**config.mk**
```make
export PLATFORM = sky130hd
export DESIGN_NAME = midpoint_circle_rasterizer_top
export DESIGN_NICKNAME = d
export VERILOG_FILES = /design/src/hdl/mcr_pkg.sv /design/src/hdl/mcr_queue.sv /design/src/hdl/mcr_front.sv /design/src/hdl/mcr_back.sv /design/src/hdl/midpoint_circle_rasterizer_top.sv
export SDC_FILE = /design/constraint.sdc
export NUM_CORES = 1
export LEC_CHECK = 0
export ABC_AREA = 1
export BUFFER_PORTS_ARGS = -buffer_cell sky130_fd_sc_hd__clkbuf_2
export CAP_MARGIN = 40
export CORE_MARGIN = 3
export CORE_UTILIZATION = 36
export DETAILED_ROUTE_END_ITERATION = 7
export MAX_ROUTING_LAYER = met4
export PLACE_DENSITY = 0.53
export SKIP_LAST_GASP = 1
export SYNTH_ARGS = -nofsm -noshare
export SYNTH_HDL_FRONTEND = slang
export SYNTH_SLANG_ARGS = --single-unit
```
**constraint.sdc**
```tcl
create_clock -name clk_i -period 6.75 [get_ports clk_i]
set_clock_uncertainty 0.15 [all_clocks]
set_input_delay 1.35 -clock clk_i [delete_from_list [all_inputs] [get_ports clk_i]]
set_output_delay 1.35 -clock clk_i [all_outputs]
set_load 0.005 [all_outputs]
```
**src/hdl/mcr_pkg.sv**
```systemverilog
// Shared types, constants and helpers for the midpoint circle rasterizer.
`default_nettype none

package mcr_pkg;

  localparam int unsigned COORD_WIDTH_DEF = 16;
  localparam int unsigned STEP_W          = 16;
  localparam int unsigned DV_W            = 32;
  localparam int unsigned RADIUS_W        = 15;
  localparam int unsigned LEN_W           = 16;
  localparam int unsigned SLOTS           = 8;
  localparam int unsigned SLOT_W          = $clog2(SLOTS);
  localparam int unsigned QUEUE_DEPTH     = 2;

  localparam int unsigned D_INIT      = 3;
  localparam int unsigned D_INC_SHORT = 6;
  localparam int unsigned D_INC_DIAG  = 10;

  localparam logic REQ_START   = 1'b0;
  localparam logic REQ_ADVANCE = 1'b1;

  localparam logic KIND_PIXEL = 1'b0;
  localparam logic KIND_SPAN  = 1'b1;

  typedef enum logic [1:0] {
    PH_IDLE    = 2'd0,
    PH_FILL    = 2'd1,
    PH_OUTLINE = 2'd2
  } phase_e;

  // One iteration's worth of work, handed from the front to the back.
  typedef struct packed {
    logic              is_fill;
    logic [STEP_W-1:0] cx;
    logic [STEP_W-1:0] cy;
    logic [STEP_W-1:0] x;
    logic [STEP_W-1:0] y;
    logic [SLOTS-1:0]  mask;
    logic              done;
  } job_t;

  function automatic logic [DV_W-1:0] prime_dv(input logic [RADIUS_W-1:0] r);
    logic [DV_W-1:0] v;
    v = DV_W'(D_INIT) - DV_W'({r, 1'b0});
    return v;
  endfunction

endpackage

`default_nettype wire

```
**src/hdl/mcr_queue.sv**
```systemverilog
// Short job queue between the front and the back of the rasterizer.
`default_nettype none

module mcr_queue
  import mcr_pkg::*;
(
  input  wire logic clk_i,
  input  wire logic rst_ni,
  input  wire logic push_i,
  input  wire job_t push_job_i,
  input  wire logic pop_i,
  output job_t      head_o,
  output logic      empty_o,
  output logic      full_o
);

  localparam int unsigned PTR_W = $clog2(QUEUE_DEPTH);
  localparam int unsigned CNT_W = $clog2(QUEUE_DEPTH + 1);

  job_t             entries_q [QUEUE_DEPTH];
  logic [PTR_W-1:0] wr_ptr_q, wr_ptr_d;
  logic [PTR_W-1:0] rd_ptr_q, rd_ptr_d;
  logic [CNT_W-1:0] count_q, count_d;

  always_comb begin
    wr_ptr_d = wr_ptr_q;
    rd_ptr_d = rd_ptr_q;
    count_d  = count_q;
    if (push_i) begin
      wr_ptr_d = (wr_ptr_q == PTR_W'(QUEUE_DEPTH - 1)) ? '0 : wr_ptr_q + PTR_W'(1);
    end
    if (pop_i) begin
      rd_ptr_d = (rd_ptr_q == PTR_W'(QUEUE_DEPTH - 1)) ? '0 : rd_ptr_q + PTR_W'(1);
    end
    if (push_i && !pop_i) begin
      count_d = count_q + CNT_W'(1);
    end else if (pop_i && !push_i) begin
      count_d = count_q - CNT_W'(1);
    end
  end

  always_ff @(posedge clk_i or negedge rst_ni) begin
    if (!rst_ni) begin
      wr_ptr_q <= '0;
      rd_ptr_q <= '0;
      count_q  <= '0;
    end else begin
      wr_ptr_q <= wr_ptr_d;
      rd_ptr_q <= rd_ptr_d;
      count_q  <= count_d;
    end
  end

  always_ff @(posedge clk_i) begin
    if (push_i) begin
      entries_q[wr_ptr_q] <= push_job_i;
    end
  end

  assign head_o  = entries_q[rd_ptr_q];
  assign empty_o = (count_q == '0);
  assign full_o  = (count_q == CNT_W'(QUEUE_DEPTH));

endmodule

`default_nettype wire

```
**src/hdl/mcr_front.sv**
```systemverilog
// Front end: takes requests, runs the midpoint recurrence and queues jobs.
`default_nettype none

module mcr_front
  import mcr_pkg::*;
#(
  parameter int unsigned COORD_WIDTH = COORD_WIDTH_DEF
) (
  input  wire logic                   clk_i,
  input  wire logic                   rst_ni,
  input  wire logic                   in_valid_i,
  output logic                        in_stall_o,
  input  wire logic                   req_type_i,
  input  wire logic [COORD_WIDTH-1:0] center_x_i,
  input  wire logic [COORD_WIDTH-1:0] center_y_i,
  input  wire logic [RADIUS_W-1:0]    radius_i,
  input  wire logic                   fill_mode_i,
  input  wire logic                   q_full_i,
  output logic                        push_o,
  output job_t                        job_o
);

  phase_e              phase_q, phase_d;
  logic [DV_W-1:0]     dv_q, dv_d;
  logic [STEP_W-1:0]   x_q, x_d;
  logic [STEP_W-1:0]   y_q, y_d;
  logic [STEP_W-1:0]   cx_q, cx_d;
  logic [STEP_W-1:0]   cy_q, cy_d;
  logic [RADIUS_W-1:0] r_q, r_d;

  logic                     accept;
  logic                     d_neg;
  logic signed [STEP_W:0]   xy_diff;
  logic [DV_W-1:0]          inc_short;
  logic [DV_W-1:0]          inc_diag;
  logic [DV_W-1:0]          dv_next;
  logic [STEP_W:0]          x_next;
  logic signed [STEP_W+1:0] y_next;
  logic                     pass_end;
  logic                     x_pos;
  logic                     y_pos;

  assign in_stall_o = q_full_i;
  assign accept     = in_valid_i && !q_full_i;

  // One midpoint update. y is kept signed so that a zero radius ends the pass.
  always_comb begin
    d_neg     = dv_q[DV_W-1];
    xy_diff   = $signed({1'b0, x_q}) - $signed({1'b0, y_q});
    inc_short = DV_W'({x_q, 2'b00}) + DV_W'(D_INC_SHORT);
    inc_diag  = {{(DV_W - STEP_W - 3){xy_diff[STEP_W]}}, xy_diff, 2'b00}
                + DV_W'(D_INC_DIAG);
    dv_next   = dv_q + (d_neg ? inc_short : inc_diag);
    x_next    = {1'b0, x_q} + (STEP_W + 1)'(1);
    y_next    = d_neg ? $signed({2'b00, y_q})
                      : $signed({2'b00, y_q}) - $signed((STEP_W + 2)'(1));
    pass_end  = $signed({1'b0, x_next}) > y_next;
    x_pos     = (x_q != '0);
    y_pos     = (y_q != '0);
  end

  always_comb begin
    phase_d = phase_q;
    dv_d    = dv_q;
    x_d     = x_q;
    y_d     = y_q;
    cx_d    = cx_q;
    cy_d    = cy_q;
    r_d     = r_q;
    push_o  = 1'b0;

    job_o.is_fill = (phase_q == PH_FILL);
    job_o.cx      = cx_q;
    job_o.cy      = cy_q;
    job_o.x       = x_q;
    job_o.y       = y_q;
    job_o.mask    = (phase_q == PH_FILL)
                    ? {{(SLOTS - 4){1'b0}}, x_pos, x_pos, y_pos, y_pos}
                    : {SLOTS{1'b1}};
    job_o.done    = pass_end;

    if (accept) begin
      if (req_type_i == REQ_START) begin
        cx_d    = STEP_W'(center_x_i);
        cy_d    = STEP_W'(center_y_i);
        r_d     = radius_i;
        phase_d = fill_mode_i ? PH_FILL : PH_OUTLINE;
        dv_d    = prime_dv(radius_i);
        x_d     = '0;
        y_d     = STEP_W'(radius_i);
      end else begin
        case (phase_q)
          PH_FILL: begin
            push_o = x_pos || y_pos;
            dv_d   = dv_next;
            x_d    = x_next[STEP_W-1:0];
            y_d    = y_next[STEP_W-1:0];
            if (pass_end) begin
              phase_d = PH_OUTLINE;
              dv_d    = prime_dv(r_q);
              x_d     = '0;
              y_d     = STEP_W'(r_q);
            end
          end
          PH_OUTLINE: begin
            push_o = 1'b1;
            dv_d   = dv_next;
            x_d    = x_next[STEP_W-1:0];
            y_d    = y_next[STEP_W-1:0];
            if (pass_end) begin
              phase_d = PH_IDLE;
            end
          end
          default: begin
          end
        endcase
      end
    end
  end

  always_ff @(posedge clk_i or negedge rst_ni) begin
    if (!rst_ni) begin
      phase_q <= PH_IDLE;
      dv_q    <= '0;
      x_q     <= '0;
      y_q     <= '0;
      cx_q    <= '0;
      cy_q    <= '0;
      r_q     <= '0;
    end else begin
      phase_q <= phase_d;
      dv_q    <= dv_d;
      x_q     <= x_d;
      y_q     <= y_d;
      cx_q    <= cx_d;
      cy_q    <= cy_d;
      r_q     <= r_d;
    end
  end

endmodule

`default_nettype wire

```
**src/hdl/mcr_back.sv**
```systemverilog
// Back end: expands each queued job into pixels or spans, one per cycle while the output is not stalled.
`default_nettype none

module mcr_back
  import mcr_pkg::*;
#(
  parameter int unsigned COORD_WIDTH = COORD_WIDTH_DEF
) (
  input  wire logic                   clk_i,
  input  wire logic                   rst_ni,
  input  wire job_t                   head_i,
  input  wire logic                   empty_i,
  output logic                        pop_o,
  output logic                        out_valid_o,
  input  wire logic                   out_stall_i,
  output logic                        kind_o,
  output logic [COORD_WIDTH-1:0]      pos_x_o,
  output logic [COORD_WIDTH-1:0]      pos_y_o,
  output logic [LEN_W-1:0]            span_len_o,
  output logic                        last_of_step_o,
  output logic                        circle_done_o
);

  logic                   busy_q, busy_d;
  logic [SLOTS-1:0]       rem_q, rem_d;
  logic                   out_valid_q;
  logic                   kind_q;
  logic [COORD_WIDTH-1:0] pos_x_q, pos_y_q;
  logic [LEN_W-1:0]       len_q;
  logic                   last_q, done_q;

  logic [SLOTS-1:0]       act_mask;
  logic [SLOTS-1:0]       rem_next;
  logic [SLOT_W-1:0]      slot;
  logic                   load_ok;
  logic                   issue;
  logic                   last;
  logic [COORD_WIDTH-1:0] cx, cy, xw, yw;
  logic [COORD_WIDTH-1:0] px, py;
  logic [LEN_W-1:0]       len;

  assign load_ok = !out_valid_q || !out_stall_i;
  assign issue   = !empty_i && load_ok;

  // The remaining-slot mask of the job at the queue head picks the next result.
  always_comb begin
    act_mask = busy_q ? rem_q : head_i.mask;
    slot     = '0;
    for (int i = SLOTS - 1; i >= 0; i--) begin
      if (act_mask[i]) begin
        slot = SLOT_W'(i);
      end
    end
    rem_next = act_mask & ~(SLOTS'(1) << slot);
    last     = (rem_next == '0);
    pop_o    = issue && last;
    busy_d   = busy_q;
    rem_d    = rem_q;
    if (issue) begin
      busy_d = !last;
      rem_d  = rem_next;
    end
  end

  always_comb begin
    cx  = head_i.cx[COORD_WIDTH-1:0];
    cy  = head_i.cy[COORD_WIDTH-1:0];
    xw  = head_i.x[COORD_WIDTH-1:0];
    yw  = head_i.y[COORD_WIDTH-1:0];
    px  = cx;
    py  = cy;
    len = LEN_W'(1);
    if (head_i.is_fill) begin
      case (slot[1:0])
        2'd0: begin
          px  = cx - yw;
          py  = cy + xw;
          len = {head_i.y[LEN_W-2:0], 1'b0};
        end
        2'd1: begin
          px  = cx - yw;
          py  = cy - xw;
          len = {head_i.y[LEN_W-2:0], 1'b0};
        end
        2'd2: begin
          px  = cx - xw;
          py  = cy - yw;
          len = {head_i.x[LEN_W-2:0], 1'b0};
        end
        default: begin
          px  = cx - xw;
          py  = cy + yw;
          len = {head_i.x[LEN_W-2:0], 1'b0};
        end
      endcase
    end else begin
      case (slot)
        3'd0: begin
          px = cx + xw;
          py = cy - yw;
        end
        3'd1: begin
          px = cx - xw;
          py = cy - yw;
        end
        3'd2: begin
          px = cx + yw;
          py = cy - xw;
        end
        3'd3: begin
          px = cx - yw;
          py = cy - xw;
        end
        3'd4: begin
          px = cx + xw;
          py = cy + yw;
        end
        3'd5: begin
          px = cx - xw;
          py = cy + yw;
        end
        3'd6: begin
          px = cx + yw;
          py = cy + xw;
        end
        default: begin
          px = cx - yw;
          py = cy + xw;
        end
      endcase
    end
  end

  always_ff @(posedge clk_i or negedge rst_ni) begin
    if (!rst_ni) begin
      busy_q      <= 1'b0;
      rem_q       <= '0;
      out_valid_q <= 1'b0;
    end else begin
      busy_q <= busy_d;
      rem_q  <= rem_d;
      if (load_ok) begin
        out_valid_q <= issue;
      end
    end
  end

  always_ff @(posedge clk_i) begin
    if (issue) begin
      kind_q  <= head_i.is_fill ? KIND_SPAN : KIND_PIXEL;
      pos_x_q <= px;
      pos_y_q <= py;
      len_q   <= len;
      last_q  <= last;
      done_q  <= last && head_i.done && !head_i.is_fill;
    end
  end

  assign out_valid_o    = out_valid_q;
  assign kind_o         = kind_q;
  assign pos_x_o        = pos_x_q;
  assign pos_y_o        = pos_y_q;
  assign span_len_o     = len_q;
  assign last_of_step_o = last_q;
  assign circle_done_o  = done_q;

endmodule

`default_nettype wire

```
**src/hdl/midpoint_circle_rasterizer_top.sv**
```systemverilog
// Top level of the midpoint circle rasterizer.
`default_nettype none

// A start request gives no result. An advance request is taken by the front
// end, which runs one step of the midpoint recurrence and queues the work;
// the back end then emits one result per cycle on the output channel while
// out_stall_i is low: eight pixels for an outline step, two or four spans
// for a fill step (none when the step is empty). The result channel is what
// sets the rate. The two-entry job queue holds the step whose results are
// being emitted plus one more, so the front can take one further advance
// request while earlier results drain; once both entries are taken the
// input stalls, start requests included. The output register takes a new
// result in the same cycle that the previous one is taken.
module midpoint_circle_rasterizer_top
  import mcr_pkg::*;
#(
  parameter int unsigned COORD_WIDTH = COORD_WIDTH_DEF
) (
  input  wire logic                   clk_i,
  input  wire logic                   rst_ni,
  input  wire logic                   in_valid_i,
  output logic                        in_stall_o,
  input  wire logic                   req_type_i,
  input  wire logic [COORD_WIDTH-1:0] center_x_i,
  input  wire logic [COORD_WIDTH-1:0] center_y_i,
  input  wire logic [RADIUS_W-1:0]    radius_i,
  input  wire logic                   fill_mode_i,
  output logic                        out_valid_o,
  input  wire logic                   out_stall_i,
  output logic                        kind_o,
  output logic [COORD_WIDTH-1:0]      pos_x_o,
  output logic [COORD_WIDTH-1:0]      pos_y_o,
  output logic [LEN_W-1:0]            span_len_o,
  output logic                        last_of_step_o,
  output logic                        circle_done_o
);

  logic q_push;
  job_t q_push_job;
  logic q_pop;
  job_t q_head;
  logic q_empty;
  logic q_full;

  mcr_front #(
    .COORD_WIDTH(COORD_WIDTH)
  ) u_front (
    .clk_i      (clk_i),
    .rst_ni     (rst_ni),
    .in_valid_i (in_valid_i),
    .in_stall_o (in_stall_o),
    .req_type_i (req_type_i),
    .center_x_i (center_x_i),
    .center_y_i (center_y_i),
    .radius_i   (radius_i),
    .fill_mode_i(fill_mode_i),
    .q_full_i   (q_full),
    .push_o     (q_push),
    .job_o      (q_push_job)
  );

  mcr_queue u_queue (
    .clk_i     (clk_i),
    .rst_ni    (rst_ni),
    .push_i    (q_push),
    .push_job_i(q_push_job),
    .pop_i     (q_pop),
    .head_o    (q_head),
    .empty_o   (q_empty),
    .full_o    (q_full)
  );

  mcr_back #(
    .COORD_WIDTH(COORD_WIDTH)
  ) u_back (
    .clk_i         (clk_i),
    .rst_ni        (rst_ni),
    .head_i        (q_head),
    .empty_i       (q_empty),
    .pop_o         (q_pop),
    .out_valid_o   (out_valid_o),
    .out_stall_i   (out_stall_i),
    .kind_o        (kind_o),
    .pos_x_o       (pos_x_o),
    .pos_y_o       (pos_y_o),
    .span_len_o    (span_len_o),
    .last_of_step_o(last_of_step_o),
    .circle_done_o (circle_done_o)
  );

`ifndef SYNTHESIS
  a_no_overflow: assert property (@(posedge clk_i) disable iff (!rst_ni)
    !(q_push && q_full && !q_pop))
    else $error("job queue overflow");

  a_no_underflow: assert property (@(posedge clk_i) disable iff (!rst_ni)
    !(q_pop && q_empty))
    else $error("job queue underflow");

  a_done_is_last: assert property (@(posedge clk_i) disable iff (!rst_ni)
    out_valid_o && circle_done_o |-> last_of_step_o && (kind_o == KIND_PIXEL))
    else $error("circle end flagged on a result that does not close a step");

  a_pixel_len: assert property (@(posedge clk_i) disable iff (!rst_ni)
    out_valid_o && (kind_o == KIND_PIXEL) |-> span_len_o == LEN_W'(1))
    else $error("pixel result with a length other than one");
`endif

endmodule

`default_nettype wire
```
# == After elaboration in Yosys (flattened, before gate mapping) ==
# Memories as Yosys holds them, arrays and structs flattened.
# Index checks and enable logic that the tools add are counted.
# totals
memories,1
register_bits,178
input_bits,53
ram_bits,148
# classes
n_bitwise,3
n_shift,1
reduce_logical,34
magnitude_cmp,1
eq_ne,14
muxes,43
addsub,20
# memory_table
memory,words,width,read_ports,rd_clocked_by_memory_dff,write_ports,line,text
u_queue.entries_q,2,74,1,0,1,mcr_queue.sv:20,job_t entries_q [QUEUE_DEPTH];
# op_table
op,n
$pmux 16 s3,3
$mux 16,8
$mux 32,3
$add 16x16->16,4
$pmux 16 s2,2
$pmux 32 s2,1
$sub 16x16->16,4
$sub 2x16->17 const A,2
$add 32x32->32,1
$reduce_bool 16->1,2
$mux 3,8
$add 19x5->20 const B,1
$add 18x3->19 const B,1
$gt 18x18->1,1
$mux 18,1
$add 16x1->17 const B,1
$sub 16x1->17 const B,1
$sub 16x16->17,1
$mux 8,2
$reduce_or 2->1,7
$mux 2,6
$eq 3x3->1 const B,3
$and 8x8->8,1
$logic_not 1->1,8
other kinds (24),44

# == Depth between registers and ports, before layout ==
# Gate-level depths: netlist of the first run.
# An unclocked memory read counts as a cell.
# logic_depth
word_depth,18
ltp_mapped,31

# == Cells and area by module ==
# Synthesis of the first run repeated with hierarchy kept, for this count alone.
# unflattened
cells_unflattened,3182
area_unflattened_um2,25016.5
# by_module_without_submodules
module,area_each_um2,instances,cells_each
mcr_front,9919.5,1,1519
mcr_back,9347.7,1,1408
mcr_queue,5749.3,1,255

# == Least setup slack after synthesis of the first run ==
# No wires, ideal clock.
# synth_path
path_type,input port to flip-flop
start,input in_valid_i
end,memory u_queue.entries_q[1][0] (netlist bit) (enable)
n_path_buf,0
setup_time_ps,498
t_arrival_ps,4857
cell_stages,4
t_required_ps,6102
setup_slack_ps,1244
path_cell_list,o21ai_0 nor2_1 nand3_1 nor2_1
# synth_between
elab_chain_len,4
# synth_rtl
item,line,text
start: declaration,midpoint_circle_rasterizer_top.sv:21,"input wire logic in_valid_i,"
$logic_and 1x1->1,mcr_front.sv:44,assign accept = in_valid_i && !q_full_i;
$mux 1,mcr_front.sv:82,if (accept) begin
$mux 1,mcr_queue.sv:55,if (push_i) begin
$mux 1 (not written as such),mcr_queue.sv:56,entries_q[wr_ptr_q] <= push_job_i;
end: declaration,mcr_queue.sv:20,
# No other way between the ends.

# == Worst setup path after layout of the first run ==
# layout_path
start,register u_front.y_q[2]
end,register u_front.dv_q[22]
# layout_between
elab_chain_len,7
# layout_rtl
item,line,text
start: declaration,mcr_front.sv:26,"logic [STEP_W-1:0] y_q, y_d;"
start signal: assignment,mcr_front.sv:134,y_q <= y_d;
$sub 16x16->17,mcr_front.sv:49,"xy_diff = $signed({1'b0, x_q}) - $signed({1'b0, y_q});"
$add 19x5->20,mcr_front.sv:52,+ DV_W'(D_INC_DIAG);
$mux 32,mcr_front.sv:53,dv_next = dv_q + (d_neg ? inc_short : inc_diag);
$add 32x32->32,mcr_front.sv:53,
$mux 32,mcr_front.sv:98,if (pass_end) begin
$pmux 32 s2 *,mcr_front.sv:92,case (phase_q)
$mux 32 *,mcr_front.sv:83,if (req_type_i == REQ_START) begin
end signal: assignment,mcr_front.sv:132,dv_q <= dv_d;
end: declaration,mcr_front.sv:24,"logic [DV_W-1:0] dv_q, dv_d;"
# Every way passes the cells marked *; elsewhere a longest branch is shown, timed or not.
# A chain may end at the register's enable or synchronous reset.

==> summary.md, run 1 <==
| Metric | Value |
|---|---|
| Status | finished, final reports clean |
| Max_cap viols | 0 |
| Final setup TNS | 0 ps |
| Worst Path Arrival | 5570 ps |
| Number of global-route vias before repair | 20.6k |
| Die Y | 264 microns |
| Wirelength per Cell | 19.3 microns |
| Reg-to-reg startpoint | u_front.y_q[2] |
| Vias post-DR | 21.8k |
| CP Launch Type | flop |
| Commonest non-fill, non-tap cells in the layout | nand2_1, inv_1, nor2_1 |
| #FFs+latches synth | 315 |
| Nets@finish | 3554 |
| Buf/Inv on CP | 2 |
| Tot Pwr | 16.1 mW |
| Worst setup path start | u_front.y_q[2] |
| Syn. warnings | 0 |
| Leading area contributor after synthesis | edfxtp_1 |
| Pwr Density | 596 nW/um^2 |
| Worst Hold Launch | u_front.cx_q[1] |
| Post-DP Area | 25700 sq um |
| Achievable clock frequency | 0.189 GHz |
| WHS Path Cells | 0 |
| Initial antenna violation count | 0 |
| CTS Buffer Depth | 3 |
| Post-synth EDFFs | 189 |
| CTS clk-pin slew, worst paths | 60 ps |
| CTS tree | yes |
| Setup Slack @ Placement | 1530 ps |
| Setup Crit Path Kind | reg -> reg |
| Detailed placement HPWL | 62800 microns |
| Final Max Slew Viols | 0 |
| Worst EP required | 7040 ps |
| Row Count | 93 |
| Worst-case vdd ir drop | 0.000247 V |
| Net Count, Synth | 3432 |
| Met1 GRT Util | 0.312 |
| Largest net degree at the start of global routing | 78 |
| RSZ-0062 raised after global routing | no |
| Busiest metal layer after global routing | met2 |
| Post-synth top area share | 0.237 |
| Crit path time final | 5280 ps |
| CP endpoint kind | flop |
| Placeable Area | 65000 sq um |
| Worst slew pin tran | 874 ps |
| CP Depth | 24 |
| Worst-path fanout max | 9 |
| Leading post-synthesis cells by cell area | edfxtp_1, nand2_1, dfrtp_1 |
| Post-CTS sizing | 0 |
| Drt total wl | 81100 microns |
| CTS Hold Bufs | 0 |
| Critical-path top delay cell | o21ai_0 |
| Die ar. | 69600 sq um |
| Critical path's top delay family | simple AND/OR/NAND/NOR gates |
| Vias per inst | 5.18 |
| Total grt overflow | 0 |
| Fin. Hold Viols | 0 |
| Seq/Total Area, Yosys | 0.369 |
| Slew margin rel. | 0.411 |
| Avg Cell Area, Syn | 7.49 sq um |
| Die X-Extent | 264 microns |
| First-pass GRT wire length | 123000 microns |
| GR Util met2 | 0.375 |
| Reg2Reg Depth | 24 |
| Hold WC Path Type | reg -> reg |
| Post-CTS Setup Bufs | 0 |
| Drt drc | 0 |
| Final worst-path cycle share | 0.782 |
| Static Leakage | 12.8 nW |
| Clock latency on the worst-skew pair | 600 ps |
| GR Util met3 | 0.0241 |
| Diodes inserted | 0 |
| Initial DRC Count | 1612 |
| Ys async rst share | 0.400 |
| Starting Density | 0.368 |
| Routed Antenna Nets | 0 |
| Most used cell, CP | nand2_1 |
| Layout cells sized above 1 | 0.0971 |
| Mapped cell area | 23900 sq um |
| Crit-path cells | inv_1 -> ha_1 -> nand2_1 -> nor2_1 -> nand2_1 -> nand3_2 -> xor2_1 -> inv_1 -> nor2_2 -> nand2_1 -> nor4_2 -> or2_2 -> o21ai_0 -> ha_1 -> nand2_1 -> nor2_1 -> nand2_1 -> o21ai_0 -> nand2_1 -> a21oi_1 -> xnor2_1 -> o21ai_0 -> nand2_1 -> nand3_1 |
| Final setup fails | 0 |
| Synth cell types | 55 |
| Area grow syn2layout | 12.7% |
| Port bufs | 105 |
| Setup WS post-layout | 1470 ps |
| Htree depth | 2 |
| Largest stage delay, worst path | 560 ps |
| Total track usage | 0.233 |
| Top-Level Pins | 106 |
| Total CTS buffers | 39 |
| Post-synth top flop | edfxtp_1 |
| Number of detailed-route iterations in the first pass | 5 |
| Mapped Cells | 3193 |
| Root Buffer | clkbuf_16 |
| Most common cell after layout, fill and taps aside | nand2_1 |
| Clock Sinks | 315 |
| Post-route cell area | 27000 sq um |
| Global placer's final weighted congestion | 0.999 |
## power breakdown
group          internal (mW)  switching (mW)  total (mW)
clock network           1.18           0.879        2.05
registers               2.87           0.433        3.31
logic                   3.52            7.20        10.7
## sequential cells by signal (all words and copies together), names as in the netlist
register,flops
u_queue.entries_q,138
u_front.dv_q,31
u_back.pos_x_o,16
u_back.pos_y_o,16
u_back.span_len_o,16
u_front.cx_q,16
u_front.cy_q,16
u_front.x_q,16
u_front.y_q,16
u_front.r_q,15
u_back.rem_q,8
u_front.phase_q,2
u_queue.count_q,2
u_back.busy_q,1
u_back.circle_done_o,1
u_back.kind_o,1
u_back.last_of_step_o,1
u_back.out_valid_o,1
u_queue.rd_ptr_q,1
u_queue.wr_ptr_q,1
## routing by layer
| metal | up-vias | part of all wire | wire length [microns] |
|---|---|---|---|
| met5 | - | 0 | 0 |
| met1 | 10200 | 0.46 | 37600 |
| met4 | 0 | 0.028 | 2270 |
| li1 | 10900 | - | - |
| met2 | 554 | 0.46 | 37500 |
| met3 | 128 | 0.046 | 3730 |
## logic make-up after synthesis
group | share of synthesized area
XOR/XNOR | 0.0549
AND/OR/NAND/NOR | 0.262
flip-flops | 0.369
buffers and inverters | 0.0736
adder cells (fa/ha/maj) | 0.100
AO/OA/AOI/OAI | 0.139
multiplexers | 0.000837
## worst register-to-register path, cell delays in order, from the launching register on
cell and delay, ps:
dfrtp_1 540, inv_1 90, ha_1 420, nand2_1 80, nor2_1 190, nand2_1 90, nand3_2 100, xor2_1 270
inv_1 120, nor2_2 250, nand2_1 190, nor4_2 310, or2_2 170, o21ai_0 100, ha_1 370, nand2_1 120
nor2_1 170, nand2_1 60, o21ai_0 560, nand2_1 180, a21oi_1 200, xnor2_1 150, o21ai_0 100, nand2_1 90
nand3_1 80
## synthesized netlist by cell type, types with 2 or more instances
library cell	count
o221ai_1	7
o211ai_1	22
and2_1	8
nor2_4	6
a21o_1	13
or2_2	45
o21ai_1	10
fa_1	9
a21oi_1	222
ha_1	177
xor2_1	120
inv_2	7
nor2_2	8
clkbuf_1	59
a21boi_0	7
a221oi_1	2
a31oi_1	14
a211oi_1	4
o21ai_0	237
o21ai_2	8
edfxtp_1	189
a21oi_2	2
a31o_2	4
mux2i_1	2
a22oi_1	7
dfrtp_1	126
nand4_1	40
o31ai_1	3
o21a_1	8
xnor2_1	30
nand3b_1	8
buf_2	16
nor3_1	37
nand2_2	11
o21bai_1	12
nand3_1	189
o22ai_1	15
nor4_1	8
nand2_1	853
clkinv_1	5
nor2_1	262
buf_1	4
o2111ai_1	2
buf_4	5
inv_1	360
## stage by stage
step                      cells  hold slack, ps  utilization
after detailed placement   4129             305        0.395
after global routing       4201             327        0.415
after global placement     4114             305        0.393
after floorplan            3193             287            -
final                      4201             319        0.415
after CTS                  4201             307        0.415
## final timing paths
kind | slack, ps | endpoint
setup reg to reg | 1470 | u_front.dv_q[22]
setup / recovery | 1470 | u_front.dv_q[22]
hold reg to reg | 320 | u_queue.entries_q[0][58]
max in group asynchronous | 5220 | u_front.dv_q[22]
min in group asynchronous | 420 | u_front.cy_q[0]
hold / removal | 320 | u_queue.entries_q[0][58]
## layout make-up
type                       instances  area (sq um)
timing repair buffer             166          1040
tap                              855          1070
fill                            6823         38100
multi-input combinational       2421         13400
inverter                         372          1400
sequential                       315          8830
clock inverter                    15           175
clock buffer                      57          1080
(Power assumes the default switching activity.)
==> run 2: changes to the inputs <==
--- a/config.mk
+++ b/config.mk
@@ -12,7 +12,7 @@
 export CORE_UTILIZATION = 36
 export DETAILED_ROUTE_END_ITERATION = 7
 export MAX_ROUTING_LAYER = met4
-export PLACE_DENSITY = 0.53
+export PLACE_DENSITY = 0.55
 export SKIP_LAST_GASP = 1
 export SYNTH_ARGS = -nofsm -noshare
 export SYNTH_HDL_FRONTEND = slang
==> constraint.sdc (replaced) <==
create_clock -name clk_i -period 4.3 [get_ports clk_i]
set_clock_uncertainty 0.15 [all_clocks]
set_input_delay 0.86 -clock clk_i [delete_from_list [all_inputs] [get_ports clk_i]]
set_output_delay 0.86 -clock clk_i [all_outputs]
set_load 0.005 [all_outputs]
==> summary.md, run 2 (synthesis results as in run 1) <==
| Metric | Value |
|---|---|
| Commonest non-fill, non-tap cells in the layout | nand2_1, inv_1, buf_4 |
| Drt drc | 0 (unchanged) |
| RSZ-0062 raised after global routing | yes |
| Comb power frac | 0.707 (+0.040) |
| Most common cell after layout, fill and taps aside | nand2_1 |
| Pwr Density | 958 nW/um^2 (+61%) |
| Die Y | 264 microns (unchanged) |
| Cells after DPL | 4393 (+6.4%) |
| Vias per inst | 5.12 (-1.1%) |
| CP endpoint kind | flop |
| Largest Register | u_queue.entries_q |
| Area grow syn2layout | 26.1% |
| Total grt overflow | 0 (unchanged) |
| Worst R2R Setup Slack | 60 ps (-1410 ps) |
| Wirelength per Cell | 18.9 microns (-2.1%) |
| Number of detailed-route iterations in the first pass | 5 (unchanged) |
| Port bufs | 105 (unchanged) |
| Setup Crit Path Kind | reg -> reg |
| Clock Sinks | 315 (unchanged) |
| Final worst-path cycle share | 0.985 (+0.203) |
| CTS clk-pin slew, worst paths | 60 ps (about the same) |
| Max_cap viols | 0 (unchanged) |
| Worst-case vdd ir drop | 0.000464 V (+87%) |
| Row Count | 93 (unchanged) |
| Sw frac | 0.504 (-0.0248) |
| Starting Density | 0.368 (unchanged) |
| Final Max Slew Viols | 0 (unchanged) |
| Worst hold slack | 120 ps (-199 ps) |
| Hold WC Path Type | in -> async |
| Global placer's final weighted congestion | 0.947 (-5.2%) |
| Worst slew pin tran | 777 ps (-96.8 ps) |
| Die ar. | 69600 sq um (unchanged) |
| Status | finished, final reports clean |
| Routed Antenna Nets | 0 (unchanged) |
| Final Util | 0.464 (+0.0493) |
| Initial antenna violation count | 2 (+2) |
| Clock latency on the worst-skew pair | 620 ps (+20 ps) |
| Worst-path fanout max | 7 (-2) |
| CP Launch Type | flop |
| Total track usage | 0.242 (+0.00919) |
| CTS Hold Bufs | 0 (unchanged) |
| Htree depth | 2 (unchanged) |
| Worst EP required | 4640 ps (-2400 ps) |
| Crit path time final | 4240 ps (-1040 ps) |
| Internal cell power | 14.3 mW (+89%) |
| Initial DRC Count | 1958 (+21%) |
| Fin. Hold Viols | 0 (unchanged) |
| Worst Path Arrival | 4580 ps (-990 ps) |
| First-pass GRT wire length | 127000 microns (+3.6%) |
| Largest registers | u_queue.entries_q: 138 flops, u_front.dv_q: 31 flops |
| Detailed placement HPWL | 66500 microns (+5.9%) |
| Largest net degree at the start of global routing | 64 (-18%) |
| CTS Buffer Depth | 3 (unchanged) |
| Final setup fails | 0 (unchanged) |
| Nets@finish | 3837 (+8.0%) |
| Final setup TNS | 0 ps (unchanged) |
| Non-Filler Instances | 4487 (+6.8%) |
| Sequential Area | 8830 sq um (unchanged) |
| Area of the multi-input gates | 14200 sq um (+6.4%) |
| Reg power frac | 0.174 (-0.032) |
| Top-Level Pins | 106 (unchanged) |
| Placeable Area | 65000 sq um (unchanged) |
| Clock share of power | 0.119 (-0.009) |
| Total CTS buffers | 40 (+2.6%) |
| Drt total wl | 84800 microns (+4.6%) |
| Root Buffer | clkbuf_16 |
| Number of fill cells in the layout | 6551 (-4.0%) |
| CTS tree | yes |
| Achievable clock frequency | 0.236 GHz (+25%) |
| Slew margin rel. | 0.476 (+0.0652) |
| Max FFs per register | 138 (unchanged) |
| Switching power total | 14.6 mW (+71%) |
| Die X-Extent | 264 microns (unchanged) |
| Static Leakage | 14.4 nW (+12%) |
| Vias post-DR | 23.0k (+5.7%) |
| Number of global-route vias before repair | 21.7k (+5.4%) |
| Layout cells sized above 1 | 0.212 (+0.115) |
[run 2: final timing paths]
path	start	to	depth (start not counted)
setup / recovery	u_front.y_q[0]	u_front.dv_q[31]	23
max in group asynchronous	rst_ni	u_front.y_q[4]	2
hold / removal	rst_ni	u_front.cy_q[11]	1
min in group clk_i	u_front.cx_q[11]	u_queue.entries_q[1][68]	0
hold reg to reg	u_front.cx_q[11]	u_queue.entries_q[1][68]	0
setup reg to reg	u_front.y_q[0]	u_front.dv_q[31]	23
[run 2: metrics by stage]
step	power [mW]	setup slack (ps)	cell area, sq um
final	28.9	63.3	30200
after global routing	31.2	-180	30200
after CTS	27.7	24.2	29200
after detailed placement	24.1	-161	27800
after global placement	24.1	-122	27700
after floorplan	16.7	142	23900
[run 2: routing by layer]
| layer | GRT usage | routed length, microns | share of wire |
|---|---|---|---|
| met2 | 0.382 | 38900 | 0.46 |
| met3 | 0.0354 | 4940 | 0.058 |
| met1 | 0.321 | 38200 | 0.45 |
| met5 | - | 0 | 0 |
| met4 | 0.0775 | 2750 | 0.032 |
[run 2: critical path: stages, from the launching register on]
cell and delay [ps]:
dfrtp_1 400, ha_4 180, fa_2 400, xnor2_2 210, ha_2 250, nand3_4 90, nor2_4 120, nand3_4 90
nor2_4 160, nand3_1 120, nand2_2 130, nor2_4 50, buf_12 150, ha_1 290, buf_4 120, nand2_1 140
o21ai_0 280, a21oi_2 70, buf_4 140, o211ai_1 240, buf_4 160, nand2_2 50, nand3_2 60, a21oi_2 50
[run 2: final cells by class]
class,count,area share
Sequential cell,315,0.293
Tap cell,855,0.0355
Timing Repair Buffer,448,0.109
Clock buffer,57,0.0373
Antenna cell,2,0.000166
Multi-Input combinational cell,2421,0.472
Inverter,372,0.0464
Clock inverter,17,0.00726
[run 2: power by group through the flow]
stage / clock network [mW] / logic [mW] / registers (mW)
after CTS: 3.52 / 19.2 / 5.00
after global routing: 3.63 / 22.5 / 5.13
after global placement: 0 / 19.0 / 5.04
after floorplan: 0 / 11.7 / 5.01
after detailed placement: 0 / 19.1 / 5.06
final: 3.43 / 20.4 / 5.03
[run 2: what timing repair did]
item / 4_1_cts / 5_1_grt
endpoints found under the setup margin: 18 / 66
pin swaps: 4 / 72
gates resized for setup: 11 / 210
buffers inserted: 1 / 17
